$ cat src/design/jsu_pkg.sv
// ----------------------------------------------------------------------------
// jsu_pkg: shared types and codes for the JSON string unescaper
// Request record passed from the decoder front to the result sequencer,
// result kinds, error codes and queue sizing.
// ----------------------------------------------------------------------------
`default_nettype none

package jsu_pkg;

	// Result kinds
	localparam logic [1:0] KIND_DATA  = 2'd0;
	localparam logic [1:0] KIND_END   = 2'd1;
	localparam logic [1:0] KIND_ERROR = 2'd2;

	// Error codes
	localparam logic [3:0] ERR_NONE         = 4'd0;
	localparam logic [3:0] ERR_NO_QUOTE     = 4'd1;
	localparam logic [3:0] ERR_CONTROL      = 4'd2;
	localparam logic [3:0] ERR_SHORT_ESC    = 4'd3;
	localparam logic [3:0] ERR_BAD_ESC      = 4'd4;
	localparam logic [3:0] ERR_SHORT_UNI    = 4'd5;
	localparam logic [3:0] ERR_BAD_HEX      = 4'd6;
	localparam logic [3:0] ERR_MISSING_LOW  = 4'd7;
	localparam logic [3:0] ERR_BAD_LOW      = 4'd8;
	localparam logic [3:0] ERR_UNPAIRED_LOW = 4'd9;
	localparam logic [3:0] ERR_UNTERMINATED = 4'd10;

	// Request queue sizing
	localparam int QUEUE_DEPTH = 4;
	localparam int QUEUE_AW    = $clog2(QUEUE_DEPTH);
	localparam int QUEUE_CW    = $clog2(QUEUE_DEPTH + 1);

	// One request: the results caused by one input byte.
	// Data bytes come first, then the optional end marker or error.
	typedef struct packed {
		logic [3:0][7:0] bytes;
		logic [2:0]      n_bytes;
		logic            tail;
		logic [1:0]      tail_kind;
		logic [3:0]      tail_code;
	} jsu_req_t;

endpackage

`default_nettype wire

$ cat src/design/jsu_front.sv
// ----------------------------------------------------------------------------
// jsu_front: escape decoder
// Takes one byte per cycle while take is high, runs the escape and surrogate
// state machine and turns each byte into a request: up to four bytes, a tail.
// ----------------------------------------------------------------------------
`default_nettype none

module jsu_front
	import jsu_pkg::*;
(
	input  wire logic       clk,
	input  wire logic       arst_n,
	input  wire logic       take,
	input  wire logic [7:0] in_byte,
	input  wire logic       end_of_text,
	output logic            push,
	output jsu_req_t        req
);

	localparam logic [7:0] CH_QUOTE = 8'h22;
	localparam logic [7:0] CH_BSL   = 8'h5C;
	localparam logic [7:0] CH_SLASH = 8'h2F;
	localparam logic [7:0] CH_B     = 8'h62;
	localparam logic [7:0] CH_F     = 8'h66;
	localparam logic [7:0] CH_N     = 8'h6E;
	localparam logic [7:0] CH_R     = 8'h72;
	localparam logic [7:0] CH_T     = 8'h74;
	localparam logic [7:0] CH_U     = 8'h75;
	localparam logic [5:0] HI_SURR  = 6'b110110;
	localparam logic [5:0] LO_SURR  = 6'b110111;

	typedef enum logic [3:0] {
		M_EXPECT   = 4'd0,
		M_SKIP     = 4'd1,
		M_STR      = 4'd2,
		M_ESC      = 4'd3,
		M_HEX1     = 4'd4,
		M_NEED_BSL = 4'd5,
		M_NEED_U   = 4'd6,
		M_HEX2     = 4'd7
	} mode_t;

	mode_t       mode_q, mode_d;
	logic [11:0] hex_q, hex_d;
	logic [1:0]  cnt_q, cnt_d;
	logic [9:0]  hs_q, hs_d;

	logic        dig_ok;
	logic [3:0]  dig_val;
	logic [15:0] full_hex;
	logic [20:0] cp;
	logic [2:0]  enc_n;
	logic [3:0][7:0] enc_b;
	logic [3:0]  err;
	logic        end_mark;
	logic [2:0]  n_bytes;
	logic [3:0][7:0] bytes;

	// hex digit decode
	always_comb begin
		dig_ok  = 1'b1;
		dig_val = 4'd0;
		if (in_byte >= 8'h30 && in_byte <= 8'h39) begin
			dig_val = 4'(in_byte - 8'h30);
		end else if (in_byte >= 8'h61 && in_byte <= 8'h66) begin
			dig_val = 4'(in_byte - 8'h57);
		end else if (in_byte >= 8'h41 && in_byte <= 8'h46) begin
			dig_val = 4'(in_byte - 8'h37);
		end else begin
			dig_ok = 1'b0;
		end
	end

	assign full_hex = {hex_q, dig_val};

	// code point: plain escape, or high and low surrogate combined
	assign cp = (mode_q == M_HEX2) ? {11'(hs_q) + 11'h040, full_hex[9:0]}
	                               : {5'd0, full_hex};

	// UTF-8 encode
	always_comb begin
		enc_b = '0;
		if (cp <= 21'h7F) begin
			enc_n    = 3'd1;
			enc_b[0] = cp[7:0];
		end else if (cp <= 21'h7FF) begin
			enc_n    = 3'd2;
			enc_b[0] = {3'b110, cp[10:6]};
			enc_b[1] = {2'b10, cp[5:0]};
		end else if (cp <= 21'hFFFF) begin
			enc_n    = 3'd3;
			enc_b[0] = {4'b1110, cp[15:12]};
			enc_b[1] = {2'b10, cp[11:6]};
			enc_b[2] = {2'b10, cp[5:0]};
		end else begin
			enc_n    = 3'd4;
			enc_b[0] = {5'b11110, cp[20:18]};
			enc_b[1] = {2'b10, cp[17:12]};
			enc_b[2] = {2'b10, cp[11:6]};
			enc_b[3] = {2'b10, cp[5:0]};
		end
	end

	// next state and request contents
	always_comb begin
		mode_d   = mode_q;
		hex_d    = hex_q;
		cnt_d    = cnt_q;
		hs_d     = hs_q;
		err      = ERR_NONE;
		end_mark = 1'b0;
		n_bytes  = 3'd0;
		bytes    = '0;

		case (mode_q)
			M_SKIP: begin
				if (in_byte == CH_QUOTE) mode_d = M_STR;
			end
			M_STR: begin
				if (in_byte == CH_QUOTE) begin
					end_mark = 1'b1;
					mode_d   = M_EXPECT;
				end else if (in_byte[7:5] == 3'd0) begin
					err = ERR_CONTROL;
				end else if (in_byte == CH_BSL) begin
					mode_d = M_ESC;
				end else begin
					n_bytes  = 3'd1;
					bytes[0] = in_byte;
				end
			end
			M_ESC: begin
				mode_d  = M_STR;
				n_bytes = 3'd1;
				case (in_byte)
					CH_QUOTE: bytes[0] = CH_QUOTE;
					CH_BSL:   bytes[0] = CH_BSL;
					CH_SLASH: bytes[0] = CH_SLASH;
					CH_B:     bytes[0] = 8'h08;
					CH_F:     bytes[0] = 8'h0C;
					CH_N:     bytes[0] = 8'h0A;
					CH_R:     bytes[0] = 8'h0D;
					CH_T:     bytes[0] = 8'h09;
					CH_U: begin
						n_bytes = 3'd0;
						hex_d   = '0;
						cnt_d   = '0;
						mode_d  = M_HEX1;
					end
					default: begin
						n_bytes = 3'd0;
						err     = ERR_BAD_ESC;
					end
				endcase
			end
			M_HEX1, M_HEX2: begin
				if (!dig_ok) begin
					err = ERR_BAD_HEX;
				end else begin
					hex_d = full_hex[11:0];
					if (cnt_q == 2'd3) begin
						cnt_d = '0;
						if (mode_q == M_HEX1) begin
							if (full_hex[15:10] == HI_SURR) begin
								hs_d   = full_hex[9:0];
								mode_d = M_NEED_BSL;
							end else if (full_hex[15:10] == LO_SURR) begin
								err = ERR_UNPAIRED_LOW;
							end else begin
								n_bytes = enc_n;
								bytes   = enc_b;
								mode_d  = M_STR;
							end
						end else begin
							if (full_hex[15:10] != LO_SURR) begin
								err = ERR_BAD_LOW;
							end else begin
								n_bytes = enc_n;
								bytes   = enc_b;
								mode_d  = M_STR;
							end
						end
					end else begin
						cnt_d = cnt_q + 2'd1;
					end
				end
			end
			M_NEED_BSL: begin
				if (in_byte == CH_BSL) mode_d = M_NEED_U;
				else err = ERR_MISSING_LOW;
			end
			M_NEED_U: begin
				if (in_byte == CH_U) begin
					hex_d  = '0;
					cnt_d  = '0;
					mode_d = M_HEX2;
				end else begin
					err = ERR_MISSING_LOW;
				end
			end
			default: begin
				if (in_byte == CH_QUOTE) mode_d = M_STR;
				else err = ERR_NO_QUOTE;
			end
		endcase

		// text ran out with the string still open
		if (err == ERR_NONE && end_of_text) begin
			case (mode_d)
				M_STR:              err = ERR_UNTERMINATED;
				M_ESC:              err = ERR_SHORT_ESC;
				M_HEX1, M_HEX2:     err = ERR_SHORT_UNI;
				M_NEED_BSL, M_NEED_U: err = ERR_MISSING_LOW;
				default:            err = ERR_NONE;
			endcase
		end

		if (err != ERR_NONE) begin
			mode_d = M_SKIP;
			hex_d  = '0;
			cnt_d  = '0;
		end
		if (end_of_text) mode_d = M_EXPECT;
	end

	always_comb begin
		req.bytes     = bytes;
		req.n_bytes   = n_bytes;
		req.tail      = (err != ERR_NONE) || end_mark;
		req.tail_kind = (err != ERR_NONE) ? KIND_ERROR : KIND_END;
		req.tail_code = err;
	end

	// drop requests that carry no result
	assign push = take && ((n_bytes != 3'd0) || req.tail);

	always_ff @(posedge clk or negedge arst_n) begin
		if (!arst_n) begin
			mode_q <= M_EXPECT;
			hex_q  <= '0;
			cnt_q  <= '0;
			hs_q   <= '0;
		end else if (take) begin
			mode_q <= mode_d;
			hex_q  <= hex_d;
			cnt_q  <= cnt_d;
			hs_q   <= hs_d;
		end
	end

endmodule

`default_nettype wire

$ cat src/design/jsu_queue.sv
// ----------------------------------------------------------------------------
// jsu_queue: request queue
// Small register queue that decouples the decoder from the result sequencer.
// ----------------------------------------------------------------------------
`default_nettype none

module jsu_queue
	import jsu_pkg::*;
(
	input  wire logic     clk,
	input  wire logic     arst_n,
	input  wire logic     push,
	input  wire jsu_req_t push_req,
	input  wire logic     pop,
	output jsu_req_t      head,
	output logic          empty,
	output logic          full
);

	jsu_req_t               entry_q [QUEUE_DEPTH];
	logic [QUEUE_AW-1:0]    wr_q;
	logic [QUEUE_AW-1:0]    rd_q;
	logic [QUEUE_CW-1:0]    count_q;

	assign empty = (count_q == '0);
	assign full  = (count_q == QUEUE_CW'(QUEUE_DEPTH));
	assign head  = entry_q[rd_q];

	always_ff @(posedge clk) begin
		if (push) entry_q[wr_q] <= push_req;
	end

	always_ff @(posedge clk or negedge arst_n) begin
		if (!arst_n) begin
			wr_q    <= '0;
			rd_q    <= '0;
			count_q <= '0;
		end else begin
			if (push) begin
				wr_q <= (wr_q == QUEUE_AW'(QUEUE_DEPTH - 1)) ? '0 : wr_q + 1'b1;
			end
			if (pop) begin
				rd_q <= (rd_q == QUEUE_AW'(QUEUE_DEPTH - 1)) ? '0 : rd_q + 1'b1;
			end
			if (push && !pop) count_q <= count_q + 1'b1;
			else if (pop && !push) count_q <= count_q - 1'b1;
		end
	end

endmodule

`default_nettype wire

$ cat src/design/jsu_back.sv
// ----------------------------------------------------------------------------
// jsu_back: result sequencer
// Walks the head request one result per cycle, unless stalled, into the output register.
// ----------------------------------------------------------------------------
`default_nettype none

module jsu_back
	import jsu_pkg::*;
(
	input  wire logic     clk,
	input  wire logic     arst_n,
	input  wire jsu_req_t head,
	input  wire logic     empty,
	output logic          pop,
	output logic          res_valid,
	input  wire logic     res_stall,
	output logic [7:0]    out_byte,
	output logic [1:0]    kind,
	output logic [3:0]    error_code,
	output logic          last
);

	logic [2:0] idx_q;
	logic [2:0] total;
	logic       advance;
	logic       is_last;
	logic       is_byte;

	logic       valid_q;
	logic [7:0] byte_q;
	logic [1:0] kind_q;
	logic [3:0] code_q;
	logic       last_q;

	assign total   = head.n_bytes + 3'(head.tail);
	assign is_last = (idx_q == total - 3'd1);
	assign is_byte = (idx_q < head.n_bytes);
	assign advance = !empty && (!valid_q || !res_stall);
	assign pop     = advance && is_last;

	always_ff @(posedge clk or negedge arst_n) begin
		if (!arst_n) begin
			valid_q <= 1'b0;
			idx_q   <= '0;
		end else begin
			if (advance) begin
				valid_q <= 1'b1;
				idx_q   <= is_last ? 3'd0 : idx_q + 3'd1;
			end else if (!res_stall) begin
				valid_q <= 1'b0;
			end
		end
	end

	always_ff @(posedge clk) begin
		if (advance) begin
			byte_q <= is_byte ? head.bytes[idx_q[1:0]] : 8'd0;
			kind_q <= is_byte ? KIND_DATA : head.tail_kind;
			code_q <= is_byte ? ERR_NONE : head.tail_code;
			last_q <= is_last;
		end
	end

	assign res_valid  = valid_q;
	assign out_byte   = byte_q;
	assign kind       = kind_q;
	assign error_code = code_q;
	assign last       = last_q;

endmodule

`default_nettype wire

$ cat src/design/json_string_unescape_top.sv
// ----------------------------------------------------------------------------
// json_string_unescape_top: streaming JSON string unescaper
// Decodes one quoted JSON string per request stream into UTF-8 bytes,
// an end marker, or a numbered error.
// ----------------------------------------------------------------------------
// The block takes one raw text byte per cycle on the source channel and can
// take a new request in every cycle while the queue has room. Each byte
// gives zero to five results: up to four decoded UTF-8 bytes followed by an
// end marker or an error. Results leave one per cycle, unless res_stall is
// high, through a registered output, so a byte that gives several results
// holds the result side until they have all left; a four-entry request
// queue between the decoder and the result sequencer absorbs these bursts,
// and the source sees stall only when that queue is full. With an empty
// queue the first result of a byte passes the queue entry and then the
// output register before it is presented. The last flag marks the final
// result caused by one input byte; bytes that cause no result (an opening
// quote, a backslash, most hex digits) leave nothing on the result channel.
// ----------------------------------------------------------------------------
`default_nettype none

module json_string_unescape_top
	import jsu_pkg::*;
(
	input  wire logic       clk,
	input  wire logic       arst_n,

	// source channel: one text byte per request
	input  wire logic       src_valid,
	output logic            src_stall,
	input  wire logic [7:0] in_byte,
	input  wire logic       end_of_text,

	// result channel
	output logic            res_valid,
	input  wire logic       res_stall,
	output logic [7:0]      out_byte,
	output logic [1:0]      kind,
	output logic [3:0]      error_code,
	output logic            last
);

	logic     take;
	logic     push;
	logic     pop;
	logic     q_empty;
	logic     q_full;
	jsu_req_t push_req;
	jsu_req_t head_req;

	// hold off the source while the queue is full
	assign src_stall = q_full;
	assign take      = src_valid && !q_full;

	// decoder: one byte in, one request out
	jsu_front u_front (
		.clk         (clk),
		.arst_n      (arst_n),
		.take        (take),
		.in_byte     (in_byte),
		.end_of_text (end_of_text),
		.push        (push),
		.req         (push_req)
	);

	// request queue between decoder and sequencer
	jsu_queue u_queue (
		.clk      (clk),
		.arst_n   (arst_n),
		.push     (push),
		.push_req (push_req),
		.pop      (pop),
		.head     (head_req),
		.empty    (q_empty),
		.full     (q_full)
	);

	// sequencer: advance one result per cycle, unless stalled, into the output register
	jsu_back u_back (
		.clk        (clk),
		.arst_n     (arst_n),
		.head       (head_req),
		.empty      (q_empty),
		.pop        (pop),
		.res_valid  (res_valid),
		.res_stall  (res_stall),
		.out_byte   (out_byte),
		.kind       (kind),
		.error_code (error_code),
		.last       (last)
	);

endmodule

`default_nettype wire
$ cat config.mk
export PLATFORM = sky130hd
export DESIGN_NAME = json_string_unescape_top
export DESIGN_NICKNAME = d
export VERILOG_FILES = /design/src/design/jsu_pkg.sv /design/src/design/jsu_front.sv /design/src/design/jsu_queue.sv /design/src/design/jsu_back.sv /design/src/design/json_string_unescape_top.sv
export SDC_FILE = /design/constraint.sdc
export NUM_CORES = 1
export LEC_CHECK = 0
export ABC_AREA = 1
export BUFFER_PORTS_ARGS = -buffer_cell sky130_fd_sc_hd__buf_2
export CAP_MARGIN = 20
export CELL_PAD_IN_SITES_DETAIL_PLACEMENT = 1
export CELL_PAD_IN_SITES_GLOBAL_PLACEMENT = 1
export CORE_MARGIN = 2
export CORE_UTILIZATION = 43
export DETAILED_ROUTE_END_ITERATION = 12
export PLACE_DENSITY = 0.68
export SYNTH_ARGS = -nofsm -noshare
export SYNTH_HDL_FRONTEND = slang
export SYNTH_SLANG_ARGS = --single-unit
$ cat constraint.sdc
create_clock -name clk -period 4.59 [get_ports clk]
set_input_delay 0.459 -clock clk [delete_from_list [all_inputs] [get_ports clk]]
set_output_delay 0.459 -clock clk [all_outputs]
set_load 0.01 [all_outputs]
==> out/metrics.yaml, run 1 <==
run_status:
  status: "finished clean"
power:
  total_power_mw: 6.87
  peakVddDrop_uv: 275
  switching_share_pct: 36.3
  clockPowerShare_pct: 27.4
  power_density_nw_per_um2: 598
  switchingPower_mw: 2.49
  p_seq_share_pct: 39.7
  intPower_mw: 4.38
  p_comb_share_pct: 32.9
  power_leakage_nw: 4.47
timing:
  fin_skew_ps: 6.52
  worst_pin_slew_ps: 850
  fmax_mhz: 252
  finalSetupTns_ps: 0
  rsz0062_at_grt: "false"
  drv_slew: 0
  slew_headroom_pct: 43.3
  setup_ws_ps: 624
  fin_crit_ps: 3970
  hold_violations: 0
  setup_viol: 0
  period_share_pct: 86.4
global_route:
  grtUsageTotal_pct: 23.2
  overflow: 0
  antenna_found_initial: 0
  grt_pass1_wl_um: 44100
  grt_pass1_vias: 7864
  grt_max_degree: 46
floorplanning:
  rows: 56
  start_util_pct: 43.4
  dieArea_um2: 24800
  dieWidth_um: 158
  die_height_um: 158
  io_pins: 30
  coreArea_um2: 23300
clock_network:
  cts_buffer_depth: 3
  cts_max_level: 1
  cts_tree: "yes"
  clk_latency_ps: 500
  hold_buffers: 0
  clk_pin_slew_worst_paths_ps: 60
  cts_inserted_buffers: 23
  cts_sinks: 210
  postCtsSetupBuffers: 0
  clockRootBuffer: "clkbuf_16"
  post_cts_resized: 0
critical_path:
  cp_data_required_time_ps: 4970
  crit_arrival_ps: 4350
  crit_type: "flop to flop"
  end_kind: "flop"
  cp_max_fo: 16
  worst_setup_path_start_kind: "flop"
final_layout:
  final_nets: 1077
  fillCellCount: 2633
  multiInputGateArea_um2: 3510
  diodes: 0
  register_area_um2: 6110
  fin_cells: 1380
  area_growth_pct: 13.4
  postLayoutCellArea_um2: 11500
  drive_gt1_share_pct: 13.9
synthesis:
  syn_avg_cell_area_um2: 9.99
  synth.largest_area_cell: "edfxtp_1"
  synth_cell_types: 48
  yosysWarningCount: 0
  syn-num-nets: 1046
  netlist_instances: 1015
  synth_area_leaders: "edfxtp_1 (51%), dfrtp_1 (9.6%), nor2_1 (6.4%)"
  yosys.area.top_type_share_pct: 50.7
  synthFlopType: "edfxtp_1"
  ys_ff_latch: 210
  seq_area_frac_synth_pct: 60.3
  synth_edf_count: 171
  synth_area_um2: 10100
  async_flop_share_pct: 18.6
drt:
  via_per_inst: 5.46
  first_pass_iters: 5
  routedWlPerCell_um: 20.1
  drcViolationCount: 0
  drt_iter0_markers: 505
  num_vias: 7540
  routed_wl_um: 27700
  drt.antenna.violating_nets: 0
place:
  placed_area_um2: 10700
  post-place-cells: 1338
  place.gp.congestion: 0.907
  dp_hpwl_um: 18800
  dp_slack_ps: 616
  port_buffers: 29
flow_run:
  drv_cap: 0
worst_hold_path:
  hp-class: "primary input to flop"
==> kinds of logic (layout without fill, tap and decap cells) <==
group	count (synthesis)	after routing	synth area share, %
fa+ha+maj	18	18	2.30
compound gates	225	225	13.1
xor+xnor	6	6	0.519
flops	210	210	60.3
buf+inv	136	182	5.41
mux	1	1	0.111
simple gates	419	419	18.3
==> layout by cell type (no fill, tap or decap), types with 3 or more instances in the layout <==
master / netlist / final
a211oi_1: 4 / 4
a32o_1: 3 / 3
nor2_1: 173 / 169
xnor2_1: 3 / 3
ha_1: 17 / 17
buf_12: 0 / 3
a31oi_1: 6 / 6
o211ai_1: 8 / 8
nand2_4: 3 / 3
o22ai_1: 22 / 22
nor2_2: 4 / 4
buf_2: 2 / 29
inv_2: 14 / 15
a21oi_1: 21 / 21
nor3_2: 4 / 4
nand3b_1: 5 / 5
buf_4: 2 / 15
bufinv_16: 0 / 4
clkbuf_16: 0 / 23
nand3_2: 5 / 5
inv_1: 78 / 77
nor3_1: 11 / 11
nand3_1: 33 / 33
edfxtp_1: 171 / 171
dfrtp_1: 39 / 38
nand4_1: 4 / 4
nor2_4: 4 / 8
o21ai_0: 109 / 109
clkinv_2: 0 / 8
nand2_2: 13 / 13
o221ai_1: 21 / 21
xor2_1: 3 / 3
o21ai_1: 22 / 22
nand2_1: 153 / 153
==> power groups by stage <==
stage	logic [mW]	registers (mW)	clock network [mW]
floorplan	1.51	2.73	0
global placement	2.24	2.75	0
detailed placement	2.28	2.76	0
CTS	2.30	2.73	1.92
global route	2.57	2.77	2.00
finish	2.26	2.73	1.88
==> through the flow <==
stage	utilization, %	hold WS (ps)
final	49.3	203
after CTS	49.1	169
after global placement	45.8	468
after floorplan	-	163
after global routing	49.3	196
after detailed placement	45.8	478
==> sequential cells by signal, indices dropped and copies added (netlist names), 3 cells and up <==
signal and count:
u_front.hs_q 10, u_front.hex_q 12, u_back.error_code 4, u_front.mode_q 4, u_queue.count_q 3, u_queue.entry_q 156
u_back.idx_q 3, u_back.out_byte 8
==> worst paths after layout <==
check	start	end	slack, ps	cells past startpoint
max reg2reg	u_front.mode_q[3]$_DFFE_PN0P_	u_queue.count_q[1]$_DFFE_PN0P_	620	18
max	u_front.mode_q[3]$_DFFE_PN0P_	u_queue.count_q[1]$_DFFE_PN0P_	620	18
min reg2reg	u_front.hs_q[1]$_DFFE_PN0P_	u_front.hs_q[1]$_DFFE_PN0P_	490	2
min	res_stall	u_back.res_valid$_DFFE_PN0P_	200	3
max in group asynchronous	arst_n	u_queue.wr_q[1]$_DFFE_PN0P_	3570	3
min in group asynchronous	arst_n	u_front.hs_q[7]$_DFFE_PN0P_	500	2
==> worst max-delay path, cell delays in order (launching register included) <==
cell,delay [ps]
dfrtp_1,380
inv_2,150
nand4_4,260
o21ai_0,470
nand2_1,80
nand3b_1,320
buf_4,260
nand2_8,90
inv_2,80
o21ai_2,150
nand3_2,130
nor2_2,140
nand3_2,130
nand2_4,170
inv_1,70
ha_1,190
inv_1,90
fa_1,410
mux2_2,270
==> layout make-up <==
type | count | share of cell area, %
flip-flops and latches | 210 | 53.2
inverters | 93 | 3.08
well taps | 319 | 3.47
clock buffers | 24 | 5.04
repair buffers | 49 | 3.09
multi-input cells | 669 | 30.5
clock inverters | 16 | 1.63
==> metal layers <==
metal | GRT usage, % | routed length (um) | part of all wire [%] | up-vias
met2 | 39.0 | 13300 | 48 | 171
li1 | - | - | - | 3591
met1 | 32.2 | 12700 | 46 | 3737
met3 | 3.00 | 1170 | 4.2 | 41
met5 | 0 | 0 | 0 | -
met4 | 5.06 | 498 | 1.8 | 0
==> synthesized netlist by cell type, drive strengths merged, types with 2 or more instances <==
cell       n
nor2     181
edfxtp   171
nand2    170
o21ai    132
inv       93
dfrtp     39
nand3     38
clkbuf    36
a21oi     24
o22ai     22
o221ai    21
ha        17
nor3      15
o211ai     8
buf        7
a31oi      6
nand3b     5
nand4      5
a211oi     4
a32o       3
xnor2      3
xor2       3
a2111oi    2
or2        2
Power figures use the tool's default switching activity.
==> inputs of run 2 (changes only) <==
--- a/config.mk
+++ b/config.mk
@@ -5,15 +5,16 @@
 export SDC_FILE = /design/constraint.sdc
 export NUM_CORES = 1
 export LEC_CHECK = 0
-export ABC_AREA = 1
+export ABC_AREA = 0
 export BUFFER_PORTS_ARGS = -buffer_cell sky130_fd_sc_hd__buf_2
 export CAP_MARGIN = 20
 export CELL_PAD_IN_SITES_DETAIL_PLACEMENT = 1
 export CELL_PAD_IN_SITES_GLOBAL_PLACEMENT = 1
-export CORE_MARGIN = 2
+export CORE_MARGIN = 4
 export CORE_UTILIZATION = 43
 export DETAILED_ROUTE_END_ITERATION = 12
-export PLACE_DENSITY = 0.68
+export PLACE_DENSITY = 0.64
 export SYNTH_ARGS = -nofsm -noshare
 export SYNTH_HDL_FRONTEND = slang
 export SYNTH_SLANG_ARGS = --single-unit
+export TNS_END_PERCENT = 5
==> run 2 against run 1 <==
Clock skew is 4.9 ps higher. Largest power group unchanged. Cell area decreased by 3.7%. Worst hold slack worse by 8.4 ps. Worst setup slack improved by 67 ps. Combinational power down 24%. Sequential power hardly changed. Clock power shrank 12%.
==> out/metrics.yaml, run 2 <==
critical_path:
  slowest_delay_ps: 680  # +210 ps
  startpoint: "u_queue.rd_q[0]$_DFFE_PN0P_"
  r2r_cells: 12  # -6
  end_kind: "flop"
  cp_max_fo: 14  # -2
  crit_type: "flop to flop"
  worstReg2RegEnd: "u_queue.count_q[1]$_DFFE_PN0P_"
  worstPathCellList: "mux4_2 > inv_1 > ha_1 > ha_1 > xnor2_1 > nor3_1 > and2_1 > inv_1 > ha_1 > inv_1 > fa_1 > mux2_2"
  reg2reg_slack_ps: 690  # +70 ps
  critPathSlowestCell: "dfrtp_2"
  worst_setup_path_start_kind: "flop"
  reg2reg_from: "u_queue.rd_q[0]$_DFFE_PN0P_"
  crit_arrival_ps: 4280  # -70 ps
  cp_data_required_time_ps: 4970  # about the same
timing:
  fin_skew_ps: 11.5  # +4.94 ps
  period_share_pct: 84.9  # -1.5 points
  setup_viol: 0  # unchanged
  drv_slew: 0  # unchanged
  fmax_mhz: 256  # +1.7%
  finalSetupTns_ps: 0  # unchanged
  slew_headroom_pct: 35.3  # -8.0 points
  hold_violations: 0  # unchanged
  fin_crit_ps: 3900  # -67.0 ps
  worst_pin_slew_ps: 968  # +117 ps
  rsz0062_at_grt: "false"
clock_network:
  clockRootBuffer: "clkbuf_16"
  postCtsSetupBuffers: 0  # unchanged
  cts_max_level: 1  # unchanged
  clk_pin_slew_worst_paths_ps: 60  # about the same
  cts_sinks: 210  # unchanged
  cts_buffer_depth: 3  # unchanged
  cts_tree: "yes"
  clk_latency_ps: 500  # about the same
  post_cts_resized: 0  # unchanged
  hold_buffers: 1  # +1
  cts_inserted_buffers: 23  # unchanged
synthesis:
  syn-num-nets: 695  # -34%
  yosysWarningCount: 0  # unchanged
  synth.largest_area_cell: "edfxtp_1"
  seq_area_frac_synth_pct: 62.1  # +1.8 points
  ys_ff_latch: 210  # unchanged
  synth_area_um2: 9850  # -2.9%
  synth_commonest_cells: "edfxtp_1 (171), mux4_2 (46), nor2_1 (45)"
  synth.most_common_cell: "edfxtp_1"
  syn_avg_cell_area_um2: 14.8  # +48%
  synth_area_leaders: "edfxtp_1 (52%), mux4_2 (11%), dfrtp_1 (9.9%)"
  yosys.area.top_type_share_pct: 52.2  # +1.5 points
  synthFlopType: "edfxtp_1"
  synth_cell_types: 79  # +65%
  synth_edf_count: 171  # unchanged
  netlist_instances: 664  # -35%
  async_flop_share_pct: 18.6  # unchanged
run_status:
  status: "finished clean"
flow_run:
  drv_cap: 0  # unchanged
global_route:
  overflow: 0  # unchanged
  grt_pass1_vias: 6528  # -17%
  antenna_found_initial: 0  # unchanged
  grt_max_degree: 40  # -13%
  grt_pass1_wl_um: 38500  # -13%
  grtUsageTotal_pct: 19.4  # -3.8 points
drt:
  routed_wl_um: 24400  # -12%
  drt_iter0_markers: 380  # -25%
  routedWlPerCell_um: 24.3  # +21%
  first_pass_iters: 5  # unchanged
  drcViolationCount: 0  # unchanged
  via_per_inst: 5.90  # +7.9%
  drt.antenna.violating_nets: 0  # unchanged
  num_vias: 5927  # -21%
floorplanning:
  dieArea_um2: 25400  # +2.3%
  io_pins: 30  # unchanged
  coreArea_um2: 22600  # -3.3%
  dieWidth_um: 159  # +1.1%
  rows: 55  # -1.8%
  start_util_pct: 43.6  # +0.18 points
  die_height_um: 159  # +1.1%
final_layout:
  area_growth_pct: 12.4
  drive_gt1_share_pct: 23.3  # +9.4 points
  final_nets: 735  # -32%
  reg_top3: "u_queue.entry_q (156), u_front.hex_q (12), u_front.hs_q (10)"
  diodes: 0  # unchanged
  regMostFlops: "u_queue.entry_q"
  final_common_cell: "edfxtp_1"
  largest_reg_flops: 156  # unchanged
  layout_common_cells: "edfxtp_1 (171), mux4_2 (46), nor2_1 (45)"
  fillCellCount: 2236  # -15%
worst_hold_path:
  holdCritStartpoint: "res_stall"
  hp-class: "primary input to flop"
  min_delay_worst_endpoint: "u_back.res_valid$_DFFE_PN0P_"
  worstHoldPathCells: 3  # unchanged
power:
  power_density_nw_per_um2: 552  # -7.7%
  total_power_mw: 6.11  # -11%
  peakVddDrop_uv: 256  # -6.9%
  power_leakage_nw: 3.87  # -13%
place:
  place.gp.congestion: 0.854  # -5.9%
  dp_hpwl_um: 16900  # -10%
  port_buffers: 29  # unchanged
==> run 2: cell count changes in the layout (fill, tap and decap cells not counted), sizes merged, moves of 27 or more <==
cell / delta
inv: -66
nand3: -27
mux4: +46
nand2: -142
nor2: -136
o21ai: -102
==> run 2: cell families after synthesis <==
family	count (synthesis)	synth area share, %
and+or+nand+nor	161	8.82
AOI/OAI and AO/OA	139	10.5
buffers and inverters	61	2.69
DFF	210	62.1
adders and majority gates	18	2.36
muxes	65	12.6
xor gates and xnor gates	10	0.890
==> run 2: stage by stage <==
| step | utilization [%] | hold slack (ps) | worst slack (ps) | instance area, um2 | std cells |
|---|---|---|---|---|---|
| global placement | 46.0 | 315 | 594 | 10400 | 963 |
| CTS | 49.0 | 175 | 644 | 11100 | 1005 |
| finish | 49.0 | 195 | 691 | 11100 | 1005 |
| global route | 49.0 | 203 | 476 | 11100 | 1005 |
| detailed placement | 46.0 | 316 | 464 | 10400 | 963 |
| floorplan | - | 163 | 304 | 9850 | 664 |
==> run 2: where the power goes <==
part           internal (mW)  switching [mW]
combinational          0.814           0.906
clock                  0.961           0.693
sequential              2.53           0.201
total                   4.31            1.80
==> run 2: cell type report <==
class / count / area [um2] / area share [%]
Clock buffer: 36 / 644 / 5.82
Inverter: 28 / 105 / 0.950
Tap cell: 285 / 357 / 3.22
Clock inverter: 5 / 28.8 / 0.260
Multi-Input combinational cell: 393 / 3480 / 31.4
Timing Repair Buffer: 48 / 340 / 3.08
Sequential cell: 210 / 6110 / 55.2
==> run 2: worst max path at each step <==
stage                                          end  cells after the start
detailed placement  u_queue.count_q[1]$_DFFE_PN0P_                     13
global placement    u_queue.count_q[1]$_DFFE_PN0P_                     13
finish              u_queue.count_q[1]$_DFFE_PN0P_                     12
global route        u_queue.count_q[1]$_DFFE_PN0P_                     12
floorplan           u_queue.count_q[1]$_DFFE_PN0P_                     15
CTS                 u_queue.count_q[1]$_DFFE_PN0P_                     12
==> run 2: metal layers <==
metal  part of all wire, %  routed length (um)  global-route usage, %
met5                     0                   0                      0
met4                   2.9                 709                   6.43
met3                   4.4                1080                   2.95
met2                    49               11900                   31.8
met1                    44               10800                   26.9
==> run 2: critical path, delay by kind of cell, from the launching register on <==
| family | cells | cell delay [ps] |
|---|---|---|
| buffers and inverters | 3 | 310 |
| AND/OR/NAND/NOR | 2 | 810 |
| multiplexers | 2 | 820 |
| XOR/XNOR | 1 | 130 |
| flip-flops | 1 | 680 |
| adder cells (fa/ha/maj) | 4 | 1040 |
==> inputs of run 3 (changes only) <==
--- a/config.mk
+++ b/config.mk
@@ -13,7 +13,7 @@
 export CORE_MARGIN = 4
 export CORE_UTILIZATION = 43
 export DETAILED_ROUTE_END_ITERATION = 12
-export PLACE_DENSITY = 0.64
+export PLACE_DENSITY = 0.67
 export SYNTH_ARGS = -nofsm -noshare
 export SYNTH_HDL_FRONTEND = slang
 export SYNTH_SLANG_ARGS = --single-unit
==> constraint.sdc (replaced) <==
create_clock -name clk -period 3.35 [get_ports clk]
set_input_delay 0.335 -clock clk [delete_from_list [all_inputs] [get_ports clk]]
set_output_delay 0.335 -clock clk [all_outputs]
set_load 0.01 [all_outputs]
==> run 3 against run 2 <==
Combinational power up 54%. Cell area up 4.8%. Sequential cell count unchanged. Sequential share of layout area down 2.5 points. Critical path type unchanged. Critical endpoint unchanged. Largest cell class unchanged. Highest routed layer unchanged.
==> out/metrics.yaml, run 3 (synthesis results as in run 2) <==
flow_run:
  drv_cap: 0  # unchanged
critical_path:
  cp_num_buf_inv: 2  # -1
  worst_setup_path_start_kind: "flop"
  crit_type: "flop to flop"
  cp_data_required_time_ps: 3740  # -1230 ps
  end_kind: "flop"
  worstPathCellList: "nor4b_2 > buf_4 > o21a_1 > nor2_1 > o32a_4 > o21a_4 > o31a_1 > ha_1 > inv_1 > fa_2 > mux2_2"
  critPathSlowestCell: "dfrtp_1"
  crit_arrival_ps: 3550  # -730 ps
  slowest_delay_ps: 510  # -170 ps
  cp_max_fo: 9  # -5
  cp_top_family: "compound AO/OA/AOI/OAI gates"
power:
  power_leakage_nw: 4.21  # +8.7%
  peakVddDrop_uv: 415  # +62%
  power_density_nw_per_um2: 752  # +36%
place:
  dp_hpwl_um: 17600  # +4.1%
  dp_slack_ps: -60.3  # -524 ps
  port_buffers: 29  # unchanged
  place.gp.congestion: 0.974  # +14%
  post-place-cells: 1019  # +5.8%
final_layout:
  drive_gt1_share_pct: 30.5  # +7.1 points
  fillCellCount: 2229  # -0.31%
  final_common_cell: "edfxtp_1"
  largest_reg_flops: 156  # unchanged
  reg_top3: "u_queue.entry_q (156), u_front.hex_q (12), u_front.hs_q (10)"
  regMostFlops: "u_queue.entry_q"
  area_growth_pct: 17.8
  layout_common_cells: "edfxtp_1 (171), buf_4 (73), mux4_2 (46)"
  diodes: 0  # unchanged
  fin_cells: 1066  # +6.1%
  final_nets: 796  # +8.3%
timing:
  setup_ws_ps: 188  # -503 ps
  drv_slew: 0  # unchanged
  fin_crit_ps: 3160  # -737 ps
  hold_violations: 0  # unchanged
  rsz0062_at_grt: "true"
  fin_skew_ps: 20.7  # +9.21 ps
  fmax_mhz: 316  # +23%
  slew_headroom_pct: 53.5  # +18 points
  worst_pin_slew_ps: 690  # -278 ps
  period_share_pct: 94.4  # +9.5 points
  setup_viol: 0  # unchanged
clock_network:
  cts_buffer_depth: 3  # unchanged
  cts_tree: "yes"
  cts_max_level: 1  # unchanged
  clk_pin_slew_worst_paths_ps: 50  # about the same
  cts_sinks: 210  # unchanged
  clockRootBuffer: "clkbuf_16"
  cts_inserted_buffers: 24  # +4.3%
  clk_latency_ps: 520  # +20 ps
floorplanning:
  dieArea_um2: 25400  # unchanged
  io_pins: 30  # unchanged
  dieWidth_um: 159  # unchanged
  die_height_um: 159  # unchanged
  start_util_pct: 43.6  # unchanged
  coreArea_um2: 22600  # unchanged
  rows: 55  # unchanged
drt:
  drt.antenna.violating_nets: 0  # unchanged
  routed_wl_um: 24900  # +1.8%
  via_per_inst: 5.82  # -1.4%
  routedWlPerCell_um: 23.3  # -4.0%
  first_pass_iters: 5  # unchanged
  num_vias: 6199  # +4.6%
  drcViolationCount: 0  # unchanged
  drt_iter0_markers: 357  # -6.1%
global_route:
  grt_max_degree: 40  # unchanged
  overflow: 0  # unchanged
  grtUsageTotal_pct: 19.8  # +0.40 points
  antenna_found_initial: 0  # unchanged
  grt_pass1_vias: 6846  # +4.9%
  grt_pass1_wl_um: 40200  # +4.5%
run_status:
  status: "finished clean"
worst_hold_path:
  hp-class: "primary input to flop"
## run 3: timing repair
action / CTS / global route
hold buffers: 0 / 1
setup buffers: 0 / 3
endpoints found under the hold margin: 0 / 39
gates resized for setup: 0 / 6
endpoints found under the setup margin: 0 / 6
## run 3: layout make-up
cell class / count / area [um2] / area share [%]
Multi-Input combinational cell: 393 / 3500 / 30.2
Clock buffer: 28 / 616 / 5.31
Inverter: 28 / 105 / 0.906
Tap cell: 285 / 357 / 3.07
Clock inverter: 14 / 105 / 0.906
Timing Repair Buffer: 108 / 803 / 6.92
Sequential cell: 210 / 6110 / 52.7
## run 3: layer usage
layer / GRT usage (%) / vias to the layer above / share of wire, %
li1: - / 2820 / -
met1: 27.6 / 3226 / 45
met2: 33.9 / 126 / 50
met3: 2.41 / 27 / 3.4
met4: 4.02 / 0 / 1.6
met5: 0 / - / 0
## run 3: power breakdown
group	switching, mW	leakage, nW	internal, mW
clock	1.01	0.351	1.39
sequential	0.204	2.04	3.47
combinational	1.35	1.82	1.30
## run 3: path summary, 6_finish.rpt
path,slack [ps],cells after the start,end,from
max,190,11,u_queue.count_q[1]$_DFFE_PN0P_,u_front.mode_q[2]$_DFFE_PN0P_
min,70,3,u_back.res_valid$_DFFE_PN0P_,res_stall
max reg2reg,190,11,u_queue.count_q[1]$_DFFE_PN0P_,u_front.mode_q[2]$_DFFE_PN0P_
min reg2reg,520,1,u_front.hs_q[4]$_DFFE_PN0P_,u_front.hs_q[4]$_DFFE_PN0P_
max in group asynchronous,2710,3,u_front.mode_q[3]$_DFFE_PN0P_,arst_n
min in group asynchronous,190,2,u_back.idx_q[1]$_DFFE_PN0P_,arst_n
## run 3: worst min-delay path: stages
cell     delay, ps
buf_2          100
nand2_1         60
nand2_1         50
## run 3: per-stage QoR
step	utilization (%)	setup TNS, ps	hold slack [ps]	power (mW)	area, um2
3_3_place_gp	47.9	0	470	6.21	10800
6_report	51.4	0	73.5	8.72	11600
5_1_grt	51.4	-10.7	73.8	9.23	11600
2_1_floorplan	-	-10870	39.4	5.44	9870
4_1_cts	51.1	0	19.8	8.77	11500
3_5_place_dp	47.9	-69.9	504	6.36	10800
